$ cat config.mk
export PLATFORM = sky130hd
export DESIGN_NAME = format_text_number_emitter_top
export DESIGN_NICKNAME = d
export VERILOG_FILES = /design/src/hdl/ftne_pkg.sv /design/src/hdl/ftne_dpath.sv /design/src/hdl/ftne_ctrl.sv /design/src/hdl/format_text_number_emitter_top.sv
export SDC_FILE = /design/constraint.sdc
export NUM_CORES = 1
export LEC_CHECK = 0
export BUFFER_PORTS_ARGS = -buffer_cell sky130_fd_sc_hd__buf_2
export CAP_MARGIN = 20
export CORE_ASPECT_RATIO = 1.4
export CORE_MARGIN = 5
export CORE_UTILIZATION = 61
export CTS_CLUSTER_SIZE = 24
export DETAILED_ROUTE_END_ITERATION = 10
export PLACE_DENSITY = 0.78
export SLEW_MARGIN = 20
export SYNTH_ARGS = -nofsm -noshare
export SYNTH_HDL_FRONTEND = slang
export SYNTH_SLANG_ARGS = --single-unit
export TNS_END_PERCENT = 20
$ cat constraint.sdc
create_clock -name clk -period 3.3 [get_ports clk]
set_input_delay 0.495 -clock clk [delete_from_list [all_inputs] [get_ports clk]]
set_output_delay 0.495 -clock clk [all_outputs]
set_load 0.05 [all_outputs]
$ cat src/hdl/ftne_pkg.sv
// Package with the shared types and constants of the format text number emitter.
`default_nettype none

package ftne_pkg;

    // One format word: a format character and its argument.
    typedef struct packed {
        logic [7:0]  format_char;
        logic [31:0] argument_value;
    } fmt_in_t;

    // One text word: an emitted character and its end-of-run mark.
    typedef struct packed {
        logic [7:0] out_char;
        logic       last_of_run;
    } fmt_out_t;

    // ASCII codes used by the formatter.
    localparam logic [7:0] CH_NUL   = 8'h00;
    localparam logic [7:0] CH_NL    = 8'h0A;
    localparam logic [7:0] CH_CR    = 8'h0D;
    localparam logic [7:0] CH_PCT   = 8'h25;
    localparam logic [7:0] CH_MINUS = 8'h2D;
    localparam logic [7:0] CH_ZERO  = 8'h30;
    localparam logic [7:0] CH_XU    = 8'h58;
    localparam logic [7:0] CH_A     = 8'h61;
    localparam logic [7:0] CH_C     = 8'h63;
    localparam logic [7:0] CH_D     = 8'h64;
    localparam logic [7:0] CH_I     = 8'h69;
    localparam logic [7:0] CH_X     = 8'h78;

    // Source of the character placed in the output register.
    typedef enum logic [2:0] {
        SEL_CR,
        SEL_PCT,
        SEL_MINUS,
        SEL_CHAR,
        SEL_ARG,
        SEL_DIGIT
    } ftne_sel_t;

    // Controller states.
    typedef enum logic [3:0] {
        ST_IDLE,
        ST_CR,
        ST_PCT,
        ST_LAST_CHAR,
        ST_LAST_PCT,
        ST_LAST_ARG,
        ST_SIGN,
        ST_CONV,
        ST_SKIP,
        ST_DIGIT
    } ftne_state_t;

    // Commands from the controller to the datapath.
    typedef struct packed {
        logic      load;
        logic      load_dec;
        logic      load_hex;
        logic      conv_step;
        logic      dig_shift;
        logic      emit;
        ftne_sel_t sel;
        logic      last;
    } ftne_cmd_t;

    // Status from the datapath to the controller.
    typedef struct packed {
        logic is_zero;
        logic is_pct;
        logic is_nl;
        logic is_c;
        logic is_dec;
        logic is_hex;
        logic arg_neg;
        logic out_free;
        logic conv_last;
        logic top_zero;
        logic dig_last;
    } ftne_sts_t;

endpackage

`default_nettype wire

$ cat src/hdl/ftne_dpath.sv
// Datapath: argument registers, binary to BCD converter, digit shifter and output register.
`default_nettype none

module ftne_dpath
    import ftne_pkg::*;
#(
    parameter int WORD_BITS = 32
)
(
    input  wire logic      clk,
    input  wire logic      rst_n,
    input  wire fmt_in_t   fmt_word,
    input  wire ftne_cmd_t cmd,
    output ftne_sts_t      sts,
    output logic           txt_valid,
    output fmt_out_t       txt_word,
    input  wire logic      txt_stall
);

    // Decimal digits needed for WORD_BITS bits (1233/4096 is just below log10 2).
    localparam int NDIG  = (WORD_BITS * 1233) / 4096 + 1;
    localparam int BCD_W = NDIG * 4;
    localparam int HDIG  = (WORD_BITS + 3) / 4;
    localparam int HEX_W = HDIG * 4;
    localparam int BIT_W = $clog2(WORD_BITS + 1);
    localparam int DIG_W = $clog2(NDIG + 1);

    logic [7:0]           char_reg;
    logic [7:0]           arg_byte_reg;
    logic [WORD_BITS-1:0] mag_reg;
    logic [WORD_BITS-1:0] mag_next;
    logic [BCD_W-1:0]     bcd_reg;
    logic [BCD_W-1:0]     bcd_next;
    logic [BIT_W-1:0]     bit_cnt_reg;
    logic [BIT_W-1:0]     bit_cnt_next;
    logic [DIG_W-1:0]     dig_left_reg;
    logic [DIG_W-1:0]     dig_left_next;
    logic                 out_valid_reg;
    logic                 out_valid_next;
    fmt_out_t             out_data_reg;
    fmt_out_t             out_data_next;

    logic [WORD_BITS-1:0] arg_w;
    logic [WORD_BITS-1:0] arg_mag;
    logic [HEX_W-1:0]     hex_val;
    logic [BCD_W-1:0]     bcd_adj;
    logic [3:0]           top_nib;
    logic [7:0]           digit_char;
    logic [7:0]           emit_char;

    // Argument at the configured word width and its magnitude for signed decimal.
    assign arg_w   = WORD_BITS'(fmt_word.argument_value);
    assign arg_mag = arg_w[WORD_BITS-1] ? (~arg_w + WORD_BITS'(1)) : arg_w;
    assign hex_val = HEX_W'(arg_w);

    // Decode of the incoming format character.
    always_comb
    begin
        sts.is_zero   = (fmt_word.format_char == CH_NUL);
        sts.is_pct    = (fmt_word.format_char == CH_PCT);
        sts.is_nl     = (fmt_word.format_char == CH_NL);
        sts.is_c      = (fmt_word.format_char == CH_C);
        sts.is_dec    = (fmt_word.format_char == CH_D) || (fmt_word.format_char == CH_I);
        sts.is_hex    = (fmt_word.format_char == CH_X) || (fmt_word.format_char == CH_XU);
        sts.arg_neg   = arg_w[WORD_BITS-1];
        sts.out_free  = !out_valid_reg || !txt_stall;
        sts.conv_last = (bit_cnt_reg == BIT_W'(1));
        sts.top_zero  = (top_nib == 4'd0);
        sts.dig_last  = (dig_left_reg == DIG_W'(1));
    end

    // Add three to every BCD digit of five or more before the next shift.
    always_comb
    begin
        for (int k = 0; k < NDIG; k++)
        begin
            bcd_adj[k*4 +: 4] = (bcd_reg[k*4 +: 4] >= 4'd5) ? (bcd_reg[k*4 +: 4] + 4'd3)
                                                            : bcd_reg[k*4 +: 4];
        end
    end

    // Most significant digit still in the buffer and its ASCII code.
    assign top_nib    = bcd_reg[BCD_W-1 -: 4];
    assign digit_char = (top_nib < 4'd10) ? (CH_ZERO + {4'd0, top_nib})
                                          : (CH_A + {4'd0, top_nib} - 8'd10);

    // Character selection for the output register.
    always_comb
    begin
        unique case (cmd.sel)
            SEL_CR:    emit_char = CH_CR;
            SEL_PCT:   emit_char = CH_PCT;
            SEL_MINUS: emit_char = CH_MINUS;
            SEL_CHAR:  emit_char = char_reg;
            SEL_ARG:   emit_char = arg_byte_reg;
            SEL_DIGIT: emit_char = digit_char;
            default:   emit_char = CH_PCT;
        endcase
    end

    // Conversion registers: loading, one BCD shift a cycle, one digit shift a cycle while dig_shift is given.
    always_comb
    begin
        mag_next      = mag_reg;
        bcd_next      = bcd_reg;
        bit_cnt_next  = bit_cnt_reg;
        dig_left_next = dig_left_reg;
        if (cmd.load_dec)
        begin
            mag_next      = arg_mag;
            bcd_next      = '0;
            bit_cnt_next  = BIT_W'(WORD_BITS);
            dig_left_next = DIG_W'(NDIG);
        end
        else if (cmd.load_hex)
        begin
            bcd_next      = BCD_W'(hex_val) << (BCD_W - HEX_W);
            dig_left_next = DIG_W'(HDIG);
        end
        else if (cmd.conv_step)
        begin
            mag_next     = mag_reg << 1;
            bcd_next     = {bcd_adj[BCD_W-2:0], mag_reg[WORD_BITS-1]};
            bit_cnt_next = bit_cnt_reg - BIT_W'(1);
        end
        else if (cmd.dig_shift)
        begin
            bcd_next      = bcd_reg << 4;
            dig_left_next = dig_left_reg - DIG_W'(1);
        end
    end

    // Output register: filled on emit, emptied when the receiver takes the word.
    always_comb
    begin
        out_valid_next = out_valid_reg;
        out_data_next  = out_data_reg;
        if (cmd.emit)
        begin
            out_valid_next            = 1'b1;
            out_data_next.out_char    = emit_char;
            out_data_next.last_of_run = cmd.last;
        end
        else if (!txt_stall)
        begin
            out_valid_next = 1'b0;
        end
    end

    // Control registers.
    always_ff @(posedge clk or negedge rst_n)
    begin
        if (!rst_n)
        begin
            bit_cnt_reg   <= '0;
            dig_left_reg  <= '0;
            out_valid_reg <= 1'b0;
        end
        else
        begin
            bit_cnt_reg   <= bit_cnt_next;
            dig_left_reg  <= dig_left_next;
            out_valid_reg <= out_valid_next;
        end
    end

    // Payload registers.
    always_ff @(posedge clk)
    begin
        if (cmd.load)
        begin
            char_reg     <= fmt_word.format_char;
            arg_byte_reg <= fmt_word.argument_value[7:0];
        end
        mag_reg      <= mag_next;
        bcd_reg      <= bcd_next;
        out_data_reg <= out_data_next;
    end

    assign txt_valid = out_valid_reg;
    assign txt_word  = out_data_reg;

endmodule

`default_nettype wire

$ cat src/hdl/ftne_ctrl.sv
// Controller: state machine that sequences each format word and holds the pending percent flag.
`default_nettype none

module ftne_ctrl
    import ftne_pkg::*;
(
    input  wire logic      clk,
    input  wire logic      rst_n,
    input  wire logic      fmt_valid,
    output logic           fmt_stall,
    input  wire ftne_sts_t sts,
    output ftne_cmd_t      cmd
);

    ftne_state_t state_reg;
    ftne_state_t state_next;
    logic        pending_reg;
    logic        pending_next;
    logic        accept;

    // A format word is taken only once the previous one's last word is in the output register.
    assign fmt_stall = (state_reg != ST_IDLE);
    assign accept    = fmt_valid && (state_reg == ST_IDLE);

    // Next state and pending flag.
    always_comb
    begin
        state_next   = state_reg;
        pending_next = pending_reg;
        unique case (state_reg)
            ST_IDLE:
            begin
                if (accept)
                begin
                    if (pending_reg)
                    begin
                        pending_next = 1'b0;
                        priority if (sts.is_c)
                            state_next = ST_LAST_ARG;
                        else if (sts.is_dec)
                            state_next = sts.arg_neg ? ST_SIGN : ST_CONV;
                        else if (sts.is_hex)
                            state_next = ST_SKIP;
                        else if (sts.is_pct || sts.is_zero)
                            state_next = ST_LAST_PCT;
                        else
                            state_next = ST_PCT;
                    end
                    else
                    begin
                        priority if (sts.is_zero)
                            state_next = ST_IDLE;
                        else if (sts.is_pct)
                            pending_next = 1'b1;
                        else if (sts.is_nl)
                            state_next = ST_CR;
                        else
                            state_next = ST_LAST_CHAR;
                    end
                end
            end
            ST_CR, ST_PCT:
            begin
                if (sts.out_free)
                    state_next = ST_LAST_CHAR;
            end
            ST_LAST_CHAR, ST_LAST_PCT, ST_LAST_ARG:
            begin
                if (sts.out_free)
                    state_next = ST_IDLE;
            end
            ST_SIGN:
            begin
                if (sts.out_free)
                    state_next = ST_CONV;
            end
            ST_CONV:
            begin
                if (sts.conv_last)
                    state_next = ST_SKIP;
            end
            ST_SKIP:
            begin
                if (!sts.top_zero || sts.dig_last)
                    state_next = ST_DIGIT;
            end
            ST_DIGIT:
            begin
                if (sts.out_free && sts.dig_last)
                    state_next = ST_IDLE;
            end
            default:
            begin
                state_next = ST_IDLE;
            end
        endcase
    end

    // Commands to the datapath.
    always_comb
    begin
        cmd           = '0;
        cmd.sel       = SEL_CHAR;
        cmd.load      = accept;
        cmd.load_dec  = accept && pending_reg && !sts.is_c && sts.is_dec;
        cmd.load_hex  = accept && pending_reg && !sts.is_c && !sts.is_dec && sts.is_hex;
        unique case (state_reg)
            ST_IDLE:
            begin
                cmd.emit = 1'b0;
            end
            ST_CR:
            begin
                cmd.emit = sts.out_free;
                cmd.sel  = SEL_CR;
            end
            ST_PCT:
            begin
                cmd.emit = sts.out_free;
                cmd.sel  = SEL_PCT;
            end
            ST_LAST_CHAR:
            begin
                cmd.emit = sts.out_free;
                cmd.sel  = SEL_CHAR;
                cmd.last = 1'b1;
            end
            ST_LAST_PCT:
            begin
                cmd.emit = sts.out_free;
                cmd.sel  = SEL_PCT;
                cmd.last = 1'b1;
            end
            ST_LAST_ARG:
            begin
                cmd.emit = sts.out_free;
                cmd.sel  = SEL_ARG;
                cmd.last = 1'b1;
            end
            ST_SIGN:
            begin
                cmd.emit = sts.out_free;
                cmd.sel  = SEL_MINUS;
            end
            ST_CONV:
            begin
                cmd.conv_step = 1'b1;
            end
            ST_SKIP:
            begin
                cmd.dig_shift = sts.top_zero && !sts.dig_last;
            end
            ST_DIGIT:
            begin
                cmd.emit      = sts.out_free;
                cmd.sel       = SEL_DIGIT;
                cmd.last      = sts.dig_last;
                cmd.dig_shift = sts.out_free;
            end
            default:
            begin
                cmd.emit = 1'b0;
            end
        endcase
    end

    // State and pending flag registers.
    always_ff @(posedge clk or negedge rst_n)
    begin
        if (!rst_n)
        begin
            state_reg   <= ST_IDLE;
            pending_reg <= 1'b0;
        end
        else
        begin
            state_reg   <= state_next;
            pending_reg <= pending_next;
        end
    end

    // A word is only written into a free output register.
    a_emit_free: assert property (@(posedge clk) disable iff (!rst_n)
        cmd.emit |-> sts.out_free)
        else $error("emit into an occupied output register");

    // The final word of a run returns the controller to idle.
    a_last_idle: assert property (@(posedge clk) disable iff (!rst_n)
        (cmd.emit && cmd.last) |=> (state_reg == ST_IDLE))
        else $error("controller busy after last word of run");

    // A pending conversion is consumed by the very next format word.
    a_pending_used: assert property (@(posedge clk) disable iff (!rst_n)
        (accept && pending_reg) |=> !pending_reg)
        else $error("pending percent not cleared");

    // The pending flag can only be held between format words.
    a_pending_idle: assert property (@(posedge clk) disable iff (!rst_n)
        (state_reg != ST_IDLE) |-> !pending_reg)
        else $error("pending percent while a word is in progress");

endmodule

`default_nettype wire

$ cat src/hdl/format_text_number_emitter_top.sv
// Top level of the format text number emitter: controller and datapath joined.
// Usage:
//   The fmt channel takes one format word per handshake: a format character and a
//   32-bit argument. The txt channel gives one ASCII character per word, with
//   last_of_run set on the final character that a format word produces. A '%'
//   word and an end-of-format word with nothing pending give no text at all.
//   A word is accepted when fmt_valid is high and fmt_stall is low; likewise txt.
// Sequence:
//   One format word is worked on at a time. Plain characters, %c, %% and the
//   '%'-plus-character forms are accepted and then emit their characters in turn.
//   %d and %i are accepted, emit a '-' for a negative value, run the binary to
//   BCD conversion bit by bit over WORD_BITS bits, drop the leading zero digits,
//   find the first digit and emit one digit after another. %x and %X work the
//   same way on nibbles, with no binary to BCD conversion.
// Reset: rst_n clears the pending percent flag, the controller and the output
//   register; no clearing pass follows.
// Stall: the output register holds its word while txt_stall is high, and the
//   controller waits: fmt_stall is high until the run's last word is in txt_word.
`default_nettype none

module format_text_number_emitter_top
    import ftne_pkg::*;
#(
    parameter int WORD_BITS = 32
)
(
    input  wire logic     clk,
    input  wire logic     rst_n,
    input  wire logic     fmt_valid,
    output logic          fmt_stall,
    input  wire fmt_in_t  fmt_word,
    output logic          txt_valid,
    input  wire logic     txt_stall,
    output fmt_out_t      txt_word
);

    ftne_cmd_t cmd;
    ftne_sts_t sts;

    // Sequencing of each format word.
    ftne_ctrl u_ctrl (
        .clk       (clk),
        .rst_n     (rst_n),
        .fmt_valid (fmt_valid),
        .fmt_stall (fmt_stall),
        .sts       (sts),
        .cmd       (cmd)
    );

    // Number conversion and output register.
    ftne_dpath #(
        .WORD_BITS (WORD_BITS)
    ) u_dpath (
        .clk       (clk),
        .rst_n     (rst_n),
        .fmt_word  (fmt_word),
        .cmd       (cmd),
        .sts       (sts),
        .txt_valid (txt_valid),
        .txt_word  (txt_word),
        .txt_stall (txt_stall)
    );

endmodule

`default_nettype wire
Yosys cells after proc, flatten, opt, wreduce, memory -nomap -nowiden
Cells that the tools add are included.
Operators by class
  add/subtract/negate cells: 16
  multiply operators: 0
  divide/modulo/power cells: 0
  magnitude comparators: 11
  eq/ne operators: 33
  shift-type cells: 0
  multiplexer cells: 53
  bitwise operators: 1
  reductions and logical operators: 37
Operators by type and width (count)
  $mux W32: 4
  $mux W40: 3
  $mux W4: 26
  $eq A8 B7 Y1 const B: 5
  $ge A4 B3 Y1 const B: 10
  $pmux W8 S5: 1
  $add A4 B2 Y4 const B: 9
  $add A32 B1 Y32 const B: 1
  $not A32 Y32: 1
  $pmux W4 S7: 1
  $mux W6: 3
  $eq A4 B3 Y1 const B: 4
  $ne A2 B1 Y1 const B: 8
  $pmux W3 S5: 1
  $add A7 B4 Y8 const A: 1
  $eq A4 B1 Y1 const B: 2
  $eq A4 B2 Y1 const B: 2
  $eq A4 B4 Y1 const B: 2
  $eq A8 B4 Y1 const B: 1
  $eq A8 B6 Y1 const B: 1
  $logic_and A1 B1 Y1: 8
  $logic_not A4 Y1: 2
  $logic_not A8 Y1: 1
  $mux W1: 8
  27 further kinds: 46
Storage, ports and cells
  flip-flop bits (word level): 113
  latch bits: 0
  RAM bits: 0
  bits in read-only memories: 0
  input bits: 44
  output and inout port bits: 11
  word-level logic and storage cells: 163
  memories kept: 0

Depth between registers and ports, before layout
Gate-level depths: netlist of run 1.
  word-level depth: 9
  mapped depth: 9
  gate-level depth less buffers: 7

Cells and area by module
A second synthesis of run 1 with hierarchy kept.
Second synthesis, totals
  cells, all modules: 790
  area, all modules: 7139.3 um^2
By module, submodules not included
  ftne_dpath: times used 1, cells an instance 710, area an instance 6543.8 um^2
  ftne_ctrl: times used 1, cells an instance 80, area an instance 595.6 um^2

Worst setup path after synthesis of run 1
Ideal clock, no wire load.
  kind: input to register
  from: input fmt_word[35] (netlist bit)
  to: register u_dpath.mag_reg[0], enable pin
  arrival time: 2302 ps
  data required time: 2813 ps
  slack: 512 ps
  stages: 7
  path buffers: 3
  cells stage by stage: clkbuf_1 and3b_1 o211ai_1 or2_1 clkbuf_1 clkbuf_1 nand2_1
On the way
  cells in the longest elaborated chain, start to end: 7
  elaborated cells on any way between the ends: 16
  classes of those cells: eq/ne: 6; reduce/logical: 10
RTL lines
  start, declared: RTL line format_text_number_emitter_top.sv:31  | input wire fmt_in_t fmt_word,
  $eq A8 B7 Y1 (on tied branches): RTL line ftne_dpath.sv:62, ftne_dpath.sv:63
  $logic_not A1 Y1 or $logic_or A1 B1 Y1 (tied branches): RTL line ftne_ctrl.sv:105, ftne_ctrl.sv:106, ftne_dpath.sv:63
  $logic_and A1 B1 Y1 or $logic_not A1 Y1 (tied branches): RTL line ftne_ctrl.sv:105, ftne_ctrl.sv:106
  $logic_and A1 B1 Y1 (2 in a row): RTL line ftne_ctrl.sv:106  | cmd.load_hex = accept && pending_reg && !sts.is_c && !sts.is_dec && sts.is_hex;
  $ne A2 B1 Y1 (no source line)
  $reduce_and A2 Y1 (no source line) *
  end signal, assigned: RTL line ftne_dpath.sv:175  | mag_reg <= mag_next;
  end, declared: RTL line ftne_dpath.sv:30  | logic [WORD_BITS-1:0] mag_reg;
Mark *: on every way between the ends. The rest lies on a longest branch, timed or not.
A chain may end at the register's enable or synchronous reset.

Final worst setup path of run 1
  from: register u_ctrl.state_reg[2]
  to: register u_dpath.mag_reg[14], data pin
On the way
  cells in the longest elaborated chain, start to end: 6
RTL lines
  start, declared: RTL line ftne_ctrl.sv:15  | ftne_state_t state_reg;
  start signal, assigned: RTL line ftne_ctrl.sv:177  | state_reg <= state_next;
  $logic_not A4 Y1: RTL line ftne_ctrl.sv:23  | assign accept = fmt_valid && (state_reg == ST_IDLE);
  $logic_and A1 B1 Y1: RTL line ftne_ctrl.sv:23
  $logic_and A1 B1 Y1 (3 in a row): RTL line ftne_ctrl.sv:105  | cmd.load_dec = accept && pending_reg && !sts.is_c && sts.is_dec;
  $mux W32: RTL line ftne_dpath.sv:108  | if (cmd.load_dec)
  net u_dpath.mag_next[14]: RTL line ftne_dpath.sv:31  | logic [WORD_BITS-1:0] mag_next;
The timed path passes the listed nets, and every way through them passes these cells.

==> metrics, run 1 <==
core area 0.0118 mm2; Critical R2R Launch u_ctrl.state_reg[2]; post-synthesis instance total 816; Final Max Slew Viols 0; Internal Power 4020 uW; starting density of the core 0.619; layout cells sized above 1 0.141; Comb power frac 0.339; root buffer selected by CTS clkbuf_16; EDFF count, synth 57; max-cap check violation count 0; leading cell type in the layout, fill and taps excluded nand2_1; max incr delay on CP 0.56 ns; gpl congestion 0.908; VDD IR max 509 uV; critical path launch point type register; most frequent cells in the layout 75 x nand2_1, 57 x edfxtp_1, 56 x nor2_1; final setup fails 0; crit path DAT 2.89 ns; DRT iter0 DRCs 602; first-pass GRT wire length 31,900 um; Wirelength per Cell 19.5 um; worst path required time 3.42 ns; Clock Latency Late Sink 0.42 ns; Die Ht 139 um; num rows 47; Sequential Power Share 0.347; Resized Gates After CTS 0; drt first pass iters 6; IO Count 55; slowest CP cell dfrtp_1; ANT nets after route 0; Worst Skew 0.0121 ns; largest net degree at the start of global routing 69; pre-CTS WS 0.521 ns; DP Wirelength 13,600 um; r2r worst-path depth 6; Crit path max-delay family simple AND/OR/NAND/NOR gates; ant diodes 0; Clock power frac 0.314; Post-CTS Setup Inserts 0; Fin. Hold Viols 14; leak pwr 0.00319 uW; Total Die Area 0.0143 mm2; Synth Flop Type edfxtp_1; CTS Buf Count 17; crit-path max FO 68; pwr dens 762 mW/mm2; R2R Setup Slk 0.53 ns; CP Capture Type register; post-synthesis sequential area ratio 0.400; worst setup margin 0.534 ns; initial antenna violation count 0; asr flop ratio synth 0.142; setup TNS 0 ns; Switch Pwr 2310 uW; flops & latches, synth 113; Total Wirelength 19,800 um; H-tree levels 4; Worst-path clk slew 0.06 ns; reg-to-reg endpoint u_dpath.mag_reg[14]; failing checks hold timing; via count 6,628; max frequency 0.361 GHz; worst hold slack -0.0140 ns; CTS tree yes; number of global-route vias before repair 6,549; chip width 102 um; grt ovf 0; syn nets 886; vias per inst 6.54; PortBufs 54; relative slew slack 0.396; worst slew pin tran 0.907 ns; Tcrit/Tclk final 0.838; max FFs per register 40; worst hold path class primary input to asynchronous set/reset pin; RSZ-0062 raised after global routing no; Synth Cell Area 0.00728 mm2; syn_area_per_cell 8.92 um2; Layout area overhead 14.0%; Buf/Inv on CP 1; clk sink count 113; Final min period 2.77 ns; DRC 0; kind of critical path register to register; Total GRT Usage 0.282; Longest Clk Path Bufs 2; Total Nets Final 924; crit-path cells nor4_2 -> nand3_1 -> or2_2 -> buf_4 -> nand2_1 -> o21ai_0; Post-CTS Hold Buffers 0; switching part of the total 0.365; Netlist cell types 70; synth warn 0; outcome complete, but fails checks
==> per-layer routing <==
layer	share of wire	GRT usage	vias up
li1	-	-	3121
met2	0.51	0.478	260
met5	0	0	-
met4	0.051	0.164	0
met1	0.37	0.322	3189
met3	0.062	0.0586	58
==> power by group through the flow <==
stage | clock network [uW] | logic (uW) | registers [uW]
after floorplan | 0 | 1470 | 2310
after global placement | 0 | 2010 | 2170
after detailed placement | 0 | 2110 | 2200
after CTS | 1980 | 2140 | 2180
after global routing | 2050 | 2360 | 2240
final | 1990 | 2150 | 2190
==> kinds of logic (layout without fill, tap and decap cells) <==
family / after synthesis / in the layout / share of synthesized area
adders and majority gates: 26 / 26 / 0.0447
AOI/OAI and AO/OA: 240 / 240 / 0.220
xor gates and xnor gates: 46 / 46 / 0.0553
buffers and inverters: 89 / 139 / 0.0490
muxes: 13 / 13 / 0.0179
DFF: 113 / 113 / 0.400
and+or+nand+nor: 289 / 289 / 0.213
==> through the flow <==
step,power [uW],util,area [um2],cells
final,6320,0.706,8300,1013
after global routing,6640,0.706,8300,1013
after CTS,6300,0.706,8300,1013
after detailed placement,4310,0.653,7680,982
after global placement,4190,0.653,7680,982
after floorplan,3780,-,7280,816
==> layout make-up <==
cell class | instances | area [um2]
Multi-Input combinational cell | 614 | 4020
Fill cell | 898 | 3460
Sequential cell | 113 | 2910
Clock buffer | 19 | 433
Timing Repair Buffer | 71 | 423
Clock inverter | 12 | 190
Tap cell | 147 | 184
Inverter | 37 | 139
==> cells in the mapped netlist (4+ instances only) <==
| library cell | n | share of area |
|---|---|---|
| nand3b_1 | 10 | 0.010 |
| dfrtp_1 | 16 | 0.055 |
| a21oi_1 | 55 | 0.038 |
| a31oi_1 | 14 | 0.012 |
| or2_2 | 4 | 0.0034 |
| clkbuf_1 | 41 | 0.021 |
| xnor2_1 | 15 | 0.018 |
| buf_2 | 6 | 0.0041 |
| nand3_1 | 22 | 0.015 |
| o21ai_1 | 6 | 0.0041 |
| nand2_1 | 75 | 0.039 |
| inv_1 | 37 | 0.019 |
| a211oi_1 | 22 | 0.023 |
| and3b_1 | 8 | 0.0096 |
| nor4_1 | 8 | 0.0069 |
| edfxtp_1 | 57 | 0.24 |
| nor3_1 | 30 | 0.021 |
| o41ai_2 | 4 | 0.0089 |
| o211ai_1 | 11 | 0.011 |
| mux2i_1 | 13 | 0.018 |
| xor2_1 | 31 | 0.037 |
| nand2b_1 | 15 | 0.013 |
| and2_1 | 10 | 0.0086 |
| o41ai_1 | 10 | 0.012 |
| dfxtp_1 | 40 | 0.11 |
| nor3b_1 | 13 | 0.013 |
| o21ai_0 | 52 | 0.036 |
| o31a_1 | 7 | 0.0084 |
| a2111oi_0 | 11 | 0.013 |
| or3_1 | 6 | 0.0052 |
| nor2_1 | 58 | 0.030 |
| or4_1 | 6 | 0.0062 |
| ha_1 | 26 | 0.045 |
| o31ai_1 | 16 | 0.016 |
==> worst max-delay path by stage <==
stage / end / slack, ns / cells past startpoint / startpoint
6_report: u_dpath.mag_reg[14] / 0.53 / 6 / u_ctrl.state_reg[2]
5_1_grt: u_dpath.bcd_reg[34] / 0.39 / 8 / u_dpath.dig_left_reg[1]
4_1_cts: u_dpath.mag_reg[14] / 0.62 / 6 / u_ctrl.state_reg[2]
3_5_place_dp: u_dpath.mag_reg[28] / 0.52 / 8 / fmt_word[0]
3_3_place_gp: u_dpath.mag_reg[26] / 0.58 / 8 / fmt_word[0]
2_1_floorplan: u_dpath.mag_reg[0] / 0.51 / 7 / fmt_word[35]
(Power assumes the default switching activity.)
==> run 2: changes to the inputs <==
CORE_UTILIZATION = 55   (was 61)
PLACE_DENSITY = 0.74   (was 0.78)
clock period = 2.3 ns   (was 3.3 ns; I/O delays follow)
==> run 2 against run 1 <==
- the run now ends clean
- first-iteration DRC count is 30% lower
- worst hold slack better by 0.17 ns
- combinational power is 61% higher
- flip-flop and latch count stayed put
- sequential power is 41% higher
- routed wire length is 8.3% higher
- global-route usage is 0.99 points lower
- clock skew is 0.0047 ns lower
- power is 49% higher
- worst setup slack worse by 0.47 ns
- critical path depth is 2 higher
- via count is 4.5% higher
==> metrics, run 2 (same netlist as run 1, synthesis figures left out) <==
slowest CP cell o41ai_1; Internal Power 5910 uW (+47%); Clock power frac 0.303 (-0.011); ANT nets after route 0 (unchanged); num rows 49 (+4.3%); Total Wirelength 21,400 um (+8.3%); Die Ht 146 um (+4.9%); crit path DAT 2.39 ns (-0.50 ns); CTS Buf Count 17 (unchanged); Switch Pwr 3490 uW (+51%); number of global-route vias before repair 6,882 (+5.1%); max frequency 0.447 GHz; pwr dens 1050 mW/mm2 (+37%); critical path launch point type primary input; starting density of the core 0.563 (-0.0562); Comb power frac 0.368 (+0.029); clk sink count 113 (unchanged); CP Capture Type register; final core utilization 0.693 (-0.0121); Longest Clk Path Bufs 2 (unchanged); DP Wirelength 15,000 um (+10%); IO Count 55 (unchanged); Total Nets Final 986 (+6.7%); drt first pass iters 5 (-1); R2R Setup Slk 0.08 ns (-0.45 ns); H-tree levels 4 (unchanged); Buf/Inv on CP 2 (+1); Clock Latency Late Sink 0.41 ns (about the same); CTS tree yes; vias per inst 6.26 (-4.4%); via count 6,925 (+4.5%); pre-CTS WS -0.331 ns (-0.852 ns); switching part of the total 0.371 (+0.00658); crit-path cells buf_2 -> inv_1 -> ha_1 -> or3b_2 -> or2_2 -> o41ai_1 -> xor2_1 -> o21ai_0; final setup fails 0 (unchanged); leading cell type in the layout, fill and taps excluded nand2_1; crit-path max FO 12 (-82%); max-cap check violation count 0 (unchanged); largest net degree at the start of global routing 69 (unchanged); chip width 107 um (+4.8%); Final min period 2.24 ns; RSZ-0062 raised after global routing no; DRC 0 (unchanged); Total GRT Usage 0.272 (-0.00988); worst setup margin 0.0636 ns (-0.470 ns); kind of critical path primary input to register; gpl congestion 0.915 (+0.76%); worst hold slack 0.155 ns (+0.169 ns); max FFs per register 40 (unchanged); VDD IR max 640 uV (+26%); most frequent cells in the layout 74 x nand2_1, 69 x buf_4, 57 x edfxtp_1; relative slew slack 0.683 (+0.287); Worst-path clk slew 0.06 ns (about the same); worst path required time 2.45 ns (-0.97 ns); Total Die Area 0.0157 mm2 (+10%); root buffer selected by CTS clkbuf_16; worst slew pin tran 0.476 ns (-0.431 ns); Tcrit/Tclk final 0.972; outcome complete, no violations; leak pwr 0.00354 uW (+11%); first-pass GRT wire length 34,100 um (+6.8%); layout cells sized above 1 0.213 (+0.0723); initial antenna violation count 0 (unchanged); worst hold path class primary input to register; max incr delay on CP 0.48 ns (-0.08 ns); Worst Skew 0.00735 ns (-0.00470 ns); PortBufs 54 (unchanged); Fill cells 995 (+11%); setup TNS 0 ns (unchanged); DRT iter0 DRCs 422 (-30%); Fin. Hold Viols 0 (-14); Sequential Power Share 0.328 (-0.019); grt ovf 0 (unchanged); core area 0.0129 mm2 (+10%); ant diodes 0 (unchanged); Layout area overhead 23.2%; Wirelength per Cell 19.3 um (-0.90%); Crit path max-delay family simple AND/OR/NAND/NOR gates; Final Max Slew Viols 0 (unchanged)
[run 2: timing repair]
| action | 4_1_cts | 5_1_grt |
|---|---|---|
| setup endpoints to repair | 10 | 20 |
| pin swaps | 0 | 6 |
| cloned | 0 | 1 |
| gates resized for setup | 3 | 22 |
| hold endpoints to repair | 16 | 0 |
| buffers inserted | 0 | 3 |
| hold buffers | 1 | 0 |
[run 2: power groups by stage]
stage                     Clock, uW  Sequential (uW)  Combinational (uW)
final                          2850             3090                3460
after CTS                      2860             3060                3350
after global placement            0             3060                3180
after global routing           2990             3150                3800
after detailed placement          0             3100                3310
after floorplan                   0             3310                2110
[run 2: per-layer routing]
metal / GRT usage / share of wire / vias up
met3: 0.0455 / 0.051 / 74
met5: 0 / 0 / -
met2: 0.478 / 0.52 / 291
met4: 0.173 / 0.058 / 0
met1: 0.300 / 0.37 / 3325
li1: - / - / 3235
[run 2: area by class of cell]
cell class	instances	area [um2]	area share
clock buffers	17	425	0.0474
clock inverters	15	208	0.0232
inverters	37	139	0.0155
multi-input cells	615	4110	0.459
flip-flops and latches	113	2910	0.325
well taps	178	223	0.0248
repair buffers	132	950	0.106
[run 2: final timing paths]
check / startpoint / to / depth (start not counted)
max: fmt_word[0] / u_dpath.mag_reg[28] / 8
min: fmt_word[0] / u_dpath.arg_byte_reg[0] / 1
max reg2reg: u_ctrl.state_reg[2] / u_dpath.bcd_reg[18] / 6
min reg2reg: u_dpath.bit_cnt_reg[3] / u_dpath.bit_cnt_reg[3] / 1
max in group asynchronous: rst_n / u_dpath.dig_left_reg[3] / 2
min in group asynchronous: rst_n / u_ctrl.state_reg[2] / 2
[run 2: through the flow]
step | cells | total power, uW | cell area [um2]
after floorplan | 816 | 5420 | 7290
after global placement | 1070 | 6250 | 8210
after detailed placement | 1070 | 6420 | 8210
after CTS | 1103 | 9270 | 8870
after global routing | 1107 | 9930 | 8970
final | 1107 | 9400 | 8970
